[config.mk]
export PLATFORM = sky130hd
export DESIGN_NAME = mmg_ctrl
export DESIGN_NICKNAME = d
export VERILOG_FILES = /design/src/rtl/mmg_pkg.sv /design/src/rtl/mmg_ctrl.sv
export SDC_FILE = /design/constraint.sdc
export NUM_CORES = 1
export LEC_CHECK = 0
export BUFFER_PORTS_ARGS = -buffer_cell sky130_fd_sc_hd__buf_4
export CAP_MARGIN = 20
export CELL_PAD_IN_SITES_DETAIL_PLACEMENT = 0
export CELL_PAD_IN_SITES_GLOBAL_PLACEMENT = 1
export CORE_MARGIN = 8
export CORE_UTILIZATION = 29
export DETAILED_ROUTE_END_ITERATION = 6
export GPL_ROUTABILITY_DRIVEN = 0
export PLACE_DENSITY_LB_ADDON = 0.1
export SLEW_MARGIN = 20
export SYNTH_ARGS = -nofsm -noshare
export SYNTH_HDL_FRONTEND = slang
export SYNTH_SLANG_ARGS = --single-unit
[constraint.sdc]
create_clock -name clk -period 2.14 [get_ports clk]
set_input_delay 0.214 -clock clk [delete_from_list [all_inputs] [get_ports clk]]
set_output_delay 0.214 -clock clk [all_outputs]
set_load 0.005 [all_outputs]
[src/rtl/mmg_pkg.sv]
// ---------------------------------------------------------------------------
// mmg_pkg
// shared constants, command and status types for the gap search block
// ---------------------------------------------------------------------------
`default_nettype none
package mmg_pkg;

  localparam int MAX_POINTS = 1024;
  localparam int VAL_W      = 31;
  localparam int GAP_W      = 32;
  localparam int ADDR_W     = $clog2(MAX_POINTS);
  localparam int CNT_W      = $clog2(MAX_POINTS + 1);
  localparam int DIV_CNT_W  = $clog2(VAL_W + 1);

  localparam logic [GAP_W-1:0] GAP_NONE = {GAP_W{1'b1}};

  typedef struct packed {
    logic load_in;
    logic clr_set;
    logic set_ovf;
    logic pos_from_cnt;
    logic pos_dec;
    logic wr_shift;
    logic wr_place;
    logic cnt_inc;
    logic rd_pos;
    logic idx_clr;
    logic idx_inc;
    logic top_clr;
    logic top_upd;
    logic prev_ld;
    logic srch_init;
    logic mid_ld;
    logic need_clr;
    logic div_start;
    logic need_add;
    logic srch_upd;
    logic out_ld;
  } mmg_cmd_t;

  typedef struct packed {
    logic cnt_full;
    logic cnt_zero;
    logic pos_is_one;
    logic rd_gt;
    logic last;
    logic idx_zero;
    logic idx_last;
    logic gap_zero;
    logic div_done;
    logic low_le_high;
  } mmg_sts_t;

endpackage
`default_nettype wire

[src/rtl/mmg_ctrl.sv]
// ---------------------------------------------------------------------------
// mmg_ctrl
// sequencer for sorted insertion, largest-gap scan and binary search probes
// ---------------------------------------------------------------------------
`default_nettype none
module mmg_ctrl import mmg_pkg::*; (
  input  wire logic     clk,
  input  wire logic     rst,
  input  wire mmg_sts_t sts,
  output mmg_cmd_t      cmd,
  input  wire logic     s_valid,
  input  wire logic     s_last,
  output logic          s_ready,
  output logic          m_valid,
  input  wire logic     m_ready
);

  typedef enum logic [3:0] {
    S_IDLE, S_FETCH, S_CMP, S_PLACE, S_GREAD, S_GUSE, S_SINIT,
    S_SCHK, S_PREAD, S_PUSE, S_PDIV, S_PEVAL, S_DONE
  } state_t;

  state_t state, state_next;

  assign s_ready = state == S_IDLE;

  always_comb begin
    cmd        = '0;
    state_next = state;
    unique case (state)
      S_IDLE: begin
        if (s_valid) begin
          cmd.load_in = 1'b1;
          if (sts.cnt_full) begin
            cmd.set_ovf = 1'b1;
            if (s_last) begin
              cmd.idx_clr = 1'b1;
              cmd.top_clr = 1'b1;
              state_next  = S_GREAD;
            end
          end else begin
            cmd.pos_from_cnt = 1'b1;
            state_next       = sts.cnt_zero ? S_PLACE : S_FETCH;
          end
        end
      end
      S_FETCH: begin
        cmd.rd_pos = 1'b1;
        state_next = S_CMP;
      end
      S_CMP: begin
        if (sts.rd_gt) begin
          cmd.wr_shift = 1'b1;
          cmd.pos_dec  = 1'b1;
          state_next   = sts.pos_is_one ? S_PLACE : S_FETCH;
        end else begin
          state_next = S_PLACE;
        end
      end
      S_PLACE: begin
        cmd.wr_place = 1'b1;
        cmd.cnt_inc  = 1'b1;
        if (sts.last) begin
          cmd.idx_clr = 1'b1;
          cmd.top_clr = 1'b1;
          state_next  = S_GREAD;
        end else begin
          state_next = S_IDLE;
        end
      end
      S_GREAD: state_next = S_GUSE;
      S_GUSE: begin
        cmd.prev_ld = 1'b1;
        cmd.top_upd = !sts.idx_zero;
        if (sts.idx_last) begin
          state_next = S_SINIT;
        end else begin
          cmd.idx_inc = 1'b1;
          state_next  = S_GREAD;
        end
      end
      S_SINIT: begin
        cmd.srch_init = 1'b1;
        state_next    = S_SCHK;
      end
      S_SCHK: begin
        if (sts.low_le_high) begin
          cmd.mid_ld   = 1'b1;
          cmd.need_clr = 1'b1;
          cmd.idx_clr  = 1'b1;
          state_next   = S_PREAD;
        end else begin
          state_next = S_DONE;
        end
      end
      S_PREAD: state_next = S_PUSE;
      S_PUSE: begin
        cmd.prev_ld = 1'b1;
        if (sts.idx_zero) begin
          cmd.idx_inc = 1'b1;
          state_next  = S_PREAD;
        end else if (sts.gap_zero) begin
          if (sts.idx_last) begin
            state_next = S_PEVAL;
          end else begin
            cmd.idx_inc = 1'b1;
            state_next  = S_PREAD;
          end
        end else begin
          cmd.div_start = 1'b1;
          state_next    = S_PDIV;
        end
      end
      S_PDIV: begin
        if (sts.div_done) begin
          cmd.need_add = 1'b1;
          if (sts.idx_last) begin
            state_next = S_PEVAL;
          end else begin
            cmd.idx_inc = 1'b1;
            state_next  = S_PREAD;
          end
        end
      end
      S_PEVAL: begin
        cmd.srch_upd = 1'b1;
        state_next   = S_SCHK;
      end
      S_DONE: begin
        if (!m_valid || m_ready) begin
          cmd.out_ld  = 1'b1;
          cmd.clr_set = 1'b1;
          state_next  = S_IDLE;
        end
      end
      default: state_next = S_IDLE;
    endcase
  end

  always_ff @(posedge clk) begin
    if (rst) begin
      state   <= S_IDLE;
      m_valid <= 1'b0;
    end else begin
      state <= state_next;
      if (cmd.out_ld) begin
        m_valid <= 1'b1;
      end else if (m_ready) begin
        m_valid <= 1'b0;
      end
    end
  end

endmodule
`default_nettype wire

==> metrics.yaml, run 1 <==
outcome:
  status: "finished clean"
clock_network:
  worstSkewPairLatency_ps: 240
  clockRootBuffer: "clkbuf_4"
  cts_made_buffers: 3
  max-clock-path-buffers: 2
  cts_sinks: 5
  clk_pin_slew_ps: 50
  cts_setup_buffers: 0
  cts_tree: "yes"
  htreeDepth: 1
  cts_hold_buffers: 0
  cts.repair.resized: 0
logic_synthesis:
  postSynthCellCount: 92
  synth_adder_area_share: 0
  synth_area_per_cell_sq_um: 6.70
  synth_compound_area_frac: 0.237
  synth_nets: 107
  synth_warnings: 0
  synth_area_leaders: "dfxtp_1 16%, nand2b_1 8.1%, a21oi_1 7.3%, nor2_1 6.1%, nor2b_1 5.1%"
  synthXorXnorAreaFrac: 0
  synth_top_area_frac: 0.162
  synth_ff_type: "dfxtp_1"
  synthesis.area_sq_um: 617
  synth-simple-area-share: 0.487
  synth_seq_cells: 5
  yosysMostFrequentCell: "nor2_1"
  synth_top_family_by_area: "simple AND/OR/NAND/NOR gates"
  synth_edf_count: 0
  ys_seq_area_frac: 0.162
  ys_types: 30
  yosysTopAreaCell: "dfxtp_1"
  synthMuxAreaShare: 0
  yosys-top-cells-count: "10 x nor2_1, 9 x a21oi_1, 8 x nand2b_1, 6 x nand2_1"
  ys_async_sr_fraction: 0
drt:
  wl_per_cell_microns: 13.2
  drtPass1Iterations: 4
  vias: 760
  drt_iter0_drc: 17
  drc: 0
  drt_wl_total_mm: 2.03
  vias_per_cell: 4.94
  ant_nets: 0
final_layout:
  fin_util: 0.467
  nets: 143
  drive_gt1_frac: 0.370
  diodes: 0
  nFillCells: 224
  syn2layout_area_growth_pct: 50.1
power:
  vdd_drop_max_uv: 242
  power_frac_comb: 0.504
  p_clk_frac: 0.241
  leakage_uw: 0.000426
  internal_power_uw: 294
  power_density_nw_per_um2: 499
  switchingPower_uw: 168
  swShare: 0.364
  seqPwrFrac: 0.255
sta:
  fin_skew_ps: 5.35
  relSlewSlack: 0.735
  hold_violations: 0
  slew_violations: 0
  fin_tns_setup_ps: 0
  finalCritPeriodShare: 0.900
  max_clock_freq_mhz: 519
  worstMarginPinSlew_ps: 394
  setup_viol: 0
  post-route-min-period_ps: 1930
  rsz0062_at_grt: "false"
floorplan:
  start_util: 0.311
  ios: 38
  die_x_microns: 62.1
  num_rows: 16
  die_h_microns: 62.1
  die_area_sq_um: 3860
  core_sq_um: 1980
critical_path:
  crit_top_cell: "or2_1"
  critPathMaxStageDelay_ps: 480
  worstPathRequired_ps: 1930
  crit_slowest_cell: "dfxtp_1"
  endpoint_kind: "output pin"
  worst_ep_arrival_time_ps: 1710
  start_kind: "flop"
  critical_path_class: "flop to output pin"
  crit_fanout: 8
  worstPathCellList: "or2_1, nor2_1, a22o_4, or2_1, buf_4"
global_routing:
  grt_antenna_before_repair: 0
  grt_max_degree: 15
  grt_overflow: 0
  grt_pass1_vias: 774
  grt_pass1_wl_mm: 3.48
  grt_usage: 0.105
job:
  maxCapViolCount: 0
place:
  portBuffers: 37
  hpwl_mm: 1.69
hold_path:
  hp-class: "primary input to flop"
[state kept, by name (all words and copies together), names as in the netlist]
signal and flops:
m_valid 1, state 4
[cells in the final DEF, fill, tap and decap left out, types with 2 or more instances in the layout]
| cell | synthesis | layout |
|---|---|---|
| buf_4 | 4 | 41 |
| nor2_1 | 10 | 10 |
| a21oi_1 | 9 | 9 |
| nand2b_1 | 8 | 8 |
| nand2_1 | 6 | 6 |
| nor2b_1 | 5 | 5 |
| dfxtp_1 | 5 | 5 |
| nor3_1 | 4 | 4 |
| nand3_1 | 3 | 3 |
| inv_1 | 3 | 3 |
| a31oi_1 | 3 | 3 |
| clkbuf_4 | 0 | 3 |
| or2_1 | 2 | 2 |
| and3_1 | 2 | 2 |
| and2_1 | 2 | 2 |
| nand3b_1 | 2 | 2 |
| o21ai_1 | 2 | 2 |
| nor4_1 | 2 | 2 |
| o21ai_0 | 2 | 2 |
| o22ai_1 | 2 | 2 |
| o32ai_1 | 2 | 2 |
[power by group through the flow]
stage / Sequential [uW] / Combinational (uW) / Clock [uW]
after floorplan: 117 / 139 / 0
after global placement: 120 / 240 / 0
after detailed placement: 120 / 237 / 0
after CTS: 118 / 238 / 118
after global routing: 120 / 261 / 124
final: 118 / 233 / 111
[cell families (layout without fill, tap and decap cells)]
| logic type | count (synthesis) | count (layout) |
|---|---|---|
| AND/OR/NAND/NOR | 51 | 51 |
| AO/OA/AOI/OAI | 23 | 23 |
| buffers and inverters | 13 | 48 |
| flip-flops | 5 | 5 |
[per-layer routing]
layer  up-vias  global-route usage  routed length [microns]
met5         -                   0                        0
met4         0              0.0350                        0
met3         0              0.0358                      108
met2        25               0.172                      996
met1       340               0.123                      928
li1        395                   -                        -
[per-stage QoR]
step | setup slack, ps | power [uW] | hold slack [ps] | cell area (sq um) | std cells
3_5_place_dp | 486 | 356 | 422 | 900 | 150
4_1_cts | 196 | 474 | 155 | 926 | 154
3_3_place_gp | 508 | 360 | 423 | 900 | 150
2_1_floorplan | 753 | 256 | 283 | 617 | 92
6_report | 214 | 462 | 168 | 926 | 154
5_1_grt | 70.3 | 505 | 166 | 926 | 154
[critical path: cells and delay by family (launching register included)]
family	cells	cell delay, ps
AND/OR/NAND/NOR	3	620
buffers and inverters	1	130
AO/OA/AOI/OAI	1	230
flip-flops	1	480
[layout make-up]
| cell class | count | area [sq um] | area share |
|---|---|---|---|
| multi-input combinational | 74 | 447 | 0.482 |
| timing repair buffer | 41 | 308 | 0.332 |
| sequential | 5 | 100 | 0.108 |
| tap | 27 | 33.8 | 0.0365 |
| clock buffer | 4 | 26.3 | 0.0284 |
| inverter | 3 | 11.3 | 0.0122 |
[final timing paths]
kind	slack, ps	endpoint	from	depth (start not counted)
max	210	cmd[11]	state[2]	5
min reg2reg	550	m_valid	m_valid	2
min	170	m_valid	rst	2
max reg2reg	570	state[1]	state[3]	5
(Power assumes the default switching activity.)
==> inputs of run 2 (changes only) <==
Settings changed: RECOVER_POWER set to 100.
==> run 2 against run 1 <==
Effect of this change:
- die area stayed put
- wire length did not move
- clock power about the same
- setup slack better by 41 ps
- clock skew hardly changed
- non-clock buffer count did not move
- cell count stayed put
- sequential share of layout area up 0.15 points
- critical endpoint unchanged
==> metrics.yaml, run 2 (synthesis results as in run 1) <==
power:
  switchingPower_uw: 168
  leakage_uw: 0.000411
  internal_power_uw: 287
  total_power_uw: 455
  swShare: 0.369
  power_density_nw_per_um2: 498
  p_clk_frac: 0.245
  power_frac_comb: 0.496
  seqPwrFrac: 0.259
  vdd_drop_max_uv: 242
critical_path:
  crit_fanout: 8
  cp_num_cells: 5
  worstPathCellList: "or2_1, nor2_1, a22o_4, or2_1, buf_1"
  endpoint_kind: "output pin"
  critical_path_class: "flop to output pin"
  timing.rr.end: "state[1]"
  timing.rr.start: "state[3]"
  endpoint: "cmd[11]"
  worst_ep_arrival_time_ps: 1670
  crit_family: "simple AND/OR/NAND/NOR gates"
  crit_top_cell: "or2_1"
  worstPathRequired_ps: 1930
  crit_slowest_cell: "dfxtp_1"
  critPathLaunch: "state[2]"
  start_kind: "flop"
  reg2reg_depth: 5
  path_buf_inv: 1
  rrSetupSlack_ps: 570
  critPathMaxStageDelay_ps: 470
floorplan:
  die_area_sq_um: 3860
  die_h_microns: 62.1
  core_sq_um: 1980
  die_x_microns: 62.1
  num_rows: 16
  start_util: 0.311
  ios: 38
sta:
  finalCritPeriodShare: 0.881
  relSlewSlack: 0.734
  rsz0062_at_grt: "false"
  worstMarginPinSlew_ps: 396
  fin_skew_ps: 5.33
  setup_viol: 0
  fin_tns_setup_ps: 0
  hold_violations: 0
  post-route-min-period_ps: 1890
  slew_violations: 0
  max_clock_freq_mhz: 530
clock_network:
  clk_pin_slew_ps: 50
  cts_setup_buffers: 0
  cts_made_buffers: 3
  worstSkewPairLatency_ps: 240
  cts_hold_buffers: 0
  htreeDepth: 1
  cts_tree: "yes"
  cts_sinks: 5
  cts.repair.resized: 0
  max-clock-path-buffers: 2
  clockRootBuffer: "clkbuf_4"
global_routing:
  grt_pass1_vias: 774
  grt_max_degree: 15
  grt_pass1_wl_mm: 3.48
  grt_overflow: 0
  grt_antenna_before_repair: 0
  grt_usage: 0.105
final_layout:
  largest_reg_flops: 4
  diodes: 0
  largest-register: "state"
  nets: 143
  final_cell_mix: "29 x buf_4, 13 x clkbuf_4, 10 x nor2_1, 9 x a21oi_1, 8 x nand2b_1"
  syn2layout_area_growth_pct: 48.1
  drive_gt1_frac: 0.346
  fin_util: 0.461
  final_common_cell: "buf_4"
  top_regs: "state (4), m_valid (1)"
drt:
  drc: 0
  drt_iter0_drc: 19
  ant_nets: 0
  drtPass1Iterations: 4
  vias_per_cell: 4.97
  drt_wl_total_mm: 2.03
  vias: 765
  wl_per_cell_microns: 13.2
job:
  maxCapViolCount: 0
hold_path:
  hp-class: "primary input to flop"
  hp-start: "rst"
outcome:
  status: "finished clean"
place:
  portBuffers: 37
  hpwl_mm: 1.69
[run 2: cell types whose count changed in the layout (fill, tap and decap cells not counted), moves of 2 or more]
cell      change
and2_1        -2
clkbuf_4     +10
buf_4        -12
and2_0        +2
[run 2: power by group through the flow]
| stage | clock network [uW] | logic, uW | registers [uW] |
|---|---|---|---|
| CTS | 118 | 238 | 118 |
| floorplan | 0 | 139 | 117 |
| finish | 111 | 226 | 118 |
| detailed placement | 0 | 237 | 120 |
| global placement | 0 | 240 | 120 |
| global route | 124 | 254 | 120 |
[run 2: how the worst min path moves through the flow]
stage               cells past startpoint  slack, ps        to
finish                                  2        170   m_valid
global route                            2        170   m_valid
global placement                        2        420   m_valid
CTS                                     2        160   m_valid
detailed placement                      2        420  state[3]
floorplan                               1        280   m_valid
[run 2: layer usage]
layer  share of wire  GRT usage
met5               0          0
met3           0.052     0.0358
met1            0.46      0.123
met2            0.49      0.172
met4               0     0.0350
[run 2: final cells by class]
| cell class | count | area, sq um |
|---|---|---|
| sequential | 5 | 100 |
| inverter | 3 | 11.3 |
| multi-input combinational | 74 | 442 |
| timing repair buffer | 41 | 300 |
| clock buffer | 4 | 26.3 |
| fill | 227 | 1070 |
| tap | 27 | 33.8 |
[run 2: metrics by stage]
| stage | cells | setup slack [ps] | hold slack [ps] | area, sq um |
|---|---|---|---|---|
| floorplan | 92 | 753 | 283 | 617 |
| global placement | 150 | 508 | 423 | 900 |
| detailed placement | 150 | 486 | 422 | 900 |
| CTS | 154 | 196 | 155 | 926 |
| global route | 154 | 72.4 | 166 | 913 |
| finish | 154 | 255 | 168 | 913 |
==> inputs of run 3 (changes only) <==
Clock period 2.14 ns to 2.25 ns, I/O delays scaled along.
==> run 3 against run 2 <==
Effect of this change:
- clock skew is 4.1 ps lower
- clock-buffer cell count stayed put
- clock power is 8% lower
- utilization is 0.69 points lower
- largest cell class unchanged
==> metrics.yaml, run 3 (synthesis results as in run 1) <==
final_layout:
  largest-register: "state"
  largest_reg_flops: 4
  drive_gt1_frac: 0.352
  nets: 141
  final_common_cell: "buf_4"
  top_regs: "state (4), m_valid (1)"
  diodes: 0
  fin_area_sq_um: 900
  final_cell_mix: "24 x buf_4, 17 x clkbuf_4, 10 x nor2_1, 9 x a21oi_1, 8 x nand2b_1"
  syn2layout_area_growth_pct: 45.8
critical_path:
  crit_fanout: 13
  rrSetupSlack_ps: 670
  worst_ep_arrival_time_ps: 1820
  reg2reg_depth: 4
  crit_top_cell: "or2_1"
  timing.rr.end: "state[1]"
  endpoint_kind: "output pin"
  crit_slowest_cell: "dfxtp_1"
  start_kind: "flop"
  path_buf_inv: 1
  critPathMaxStageDelay_ps: 590
  crit_family: "simple AND/OR/NAND/NOR gates"
  critical_path_class: "flop to output pin"
  worstPathRequired_ps: 2030
  worstPathCellList: "or2_1, nor2_1, a22o_2, or2_1, clkbuf_1"
  timing.rr.start: "state[3]"
drt:
  ant_nets: 0
  wl_per_cell_microns: 12.9
  top_layer: "met3"
  met2RoutedLength_microns: 917
  drtPass1Iterations: 4
  drt_iter0_drc: 11
  drt_wl_total_mm: 1.96
  vias_per_cell: 4.98
  vias: 757
  wl_met1_microns: 923
  wl_met3_microns: 120
  drc: 0
clock_network:
  cts_setup_buffers: 0
  cts_sinks: 5
  cts_hold_buffers: 0
  cts.repair.resized: 0
  clk_pin_slew_ps: 40
  clockRootBuffer: "clkbuf_4"
  htreeDepth: 1
  cts_tree: "yes"
  worstSkewPairLatency_ps: 240
  cts_made_buffers: 3
  max-clock-path-buffers: 2
global_routing:
  grt_antenna_before_repair: 0
  grt_overflow: 0
  grt_pass1_vias: 742
  grt_pass1_wl_mm: 3.33
  grt_usage: 0.0986
  grt_max_degree: 18
floorplan:
  ios: 38
  die_h_microns: 62.1
  core_sq_um: 1980
  start_util: 0.311
  die_x_microns: 62.1
  die_area_sq_um: 3860
  num_rows: 16
hold_path:
  min_path_cells: 2
  hp-class: "primary input to flop"
  hold_end: "state[3]"
  hp-start: "rst"
sta:
  max_clock_freq_mhz: 490
  rsz0062_at_grt: "false"
  post-route-min-period_ps: 2040
  slew_violations: 0
  setup_viol: 0
  whs_ps: 180
  fin_skew_ps: 1.23
  fin_tns_setup_ps: 0
  worstMarginPinSlew_ps: 552
  hold_violations: 0
  relSlewSlack: 0.631
  finalCritPeriodShare: 0.907
place:
  placed_area_sq_um: 885
  hpwl_mm: 1.61
  portBuffers: 37
power:
  power_density_nw_per_um2: 473
  vdd_drop_max_uv: 266
  leakage_uw: 0.000396
outcome:
  status: "finished clean"
job:
  maxCapViolCount: 0
-- run 3: cell types whose count changed in the layout (fill, tap and decap cells not counted), sizes merged --
cell    previous run  this run
buf               30        24
clkbuf            15        19
-- run 3: worst max path at each step --
stage,end,slack [ps],startpoint,depth (start not counted)
CTS,cmd[11],180,state[3],5
detailed placement,cmd[11],440,state[3],5
floorplan,cmd[11],850,state[1],4
global placement,cmd[11],470,state[1],5
global route,cmd[11],80,state[1],5
finish,cmd[11],210,state[3],5
-- run 3: routing by layer --
| layer | GRT usage | vias to the layer above |
|---|---|---|
| met5 | 0 | - |
| met4 | 0.0175 | 0 |
| met3 | 0.0358 | 0 |
| met2 | 0.158 | 33 |
| met1 | 0.123 | 335 |
| li1 | - | 389 |
-- run 3: area by class of cell --
type                            count  area, sq um
Inverter                            3         11.3
Tap cell                           27         33.8
Sequential cell                     5          100
Multi-Input combinational cell     74          439
Fill cell                         218         1080
Clock buffer                        4         26.3
Timing Repair Buffer               39          289
-- run 3: metrics by stage --
stage | cells | utilization | total power [uW] | setup slack (ps)
floorplan | 92 | - | 243 | 852
global placement | 148 | 0.446 | 337 | 469
detailed placement | 148 | 0.446 | 335 | 445
CTS | 152 | 0.460 | 441 | 182
global route | 152 | 0.454 | 467 | 82.8
finish | 152 | 0.454 | 426 | 209
-- run 3: report_power, final --
group	switching, uW	internal [uW]
logic	97.4	107
registers	21.3	97.7
clock network	34.9	66.9
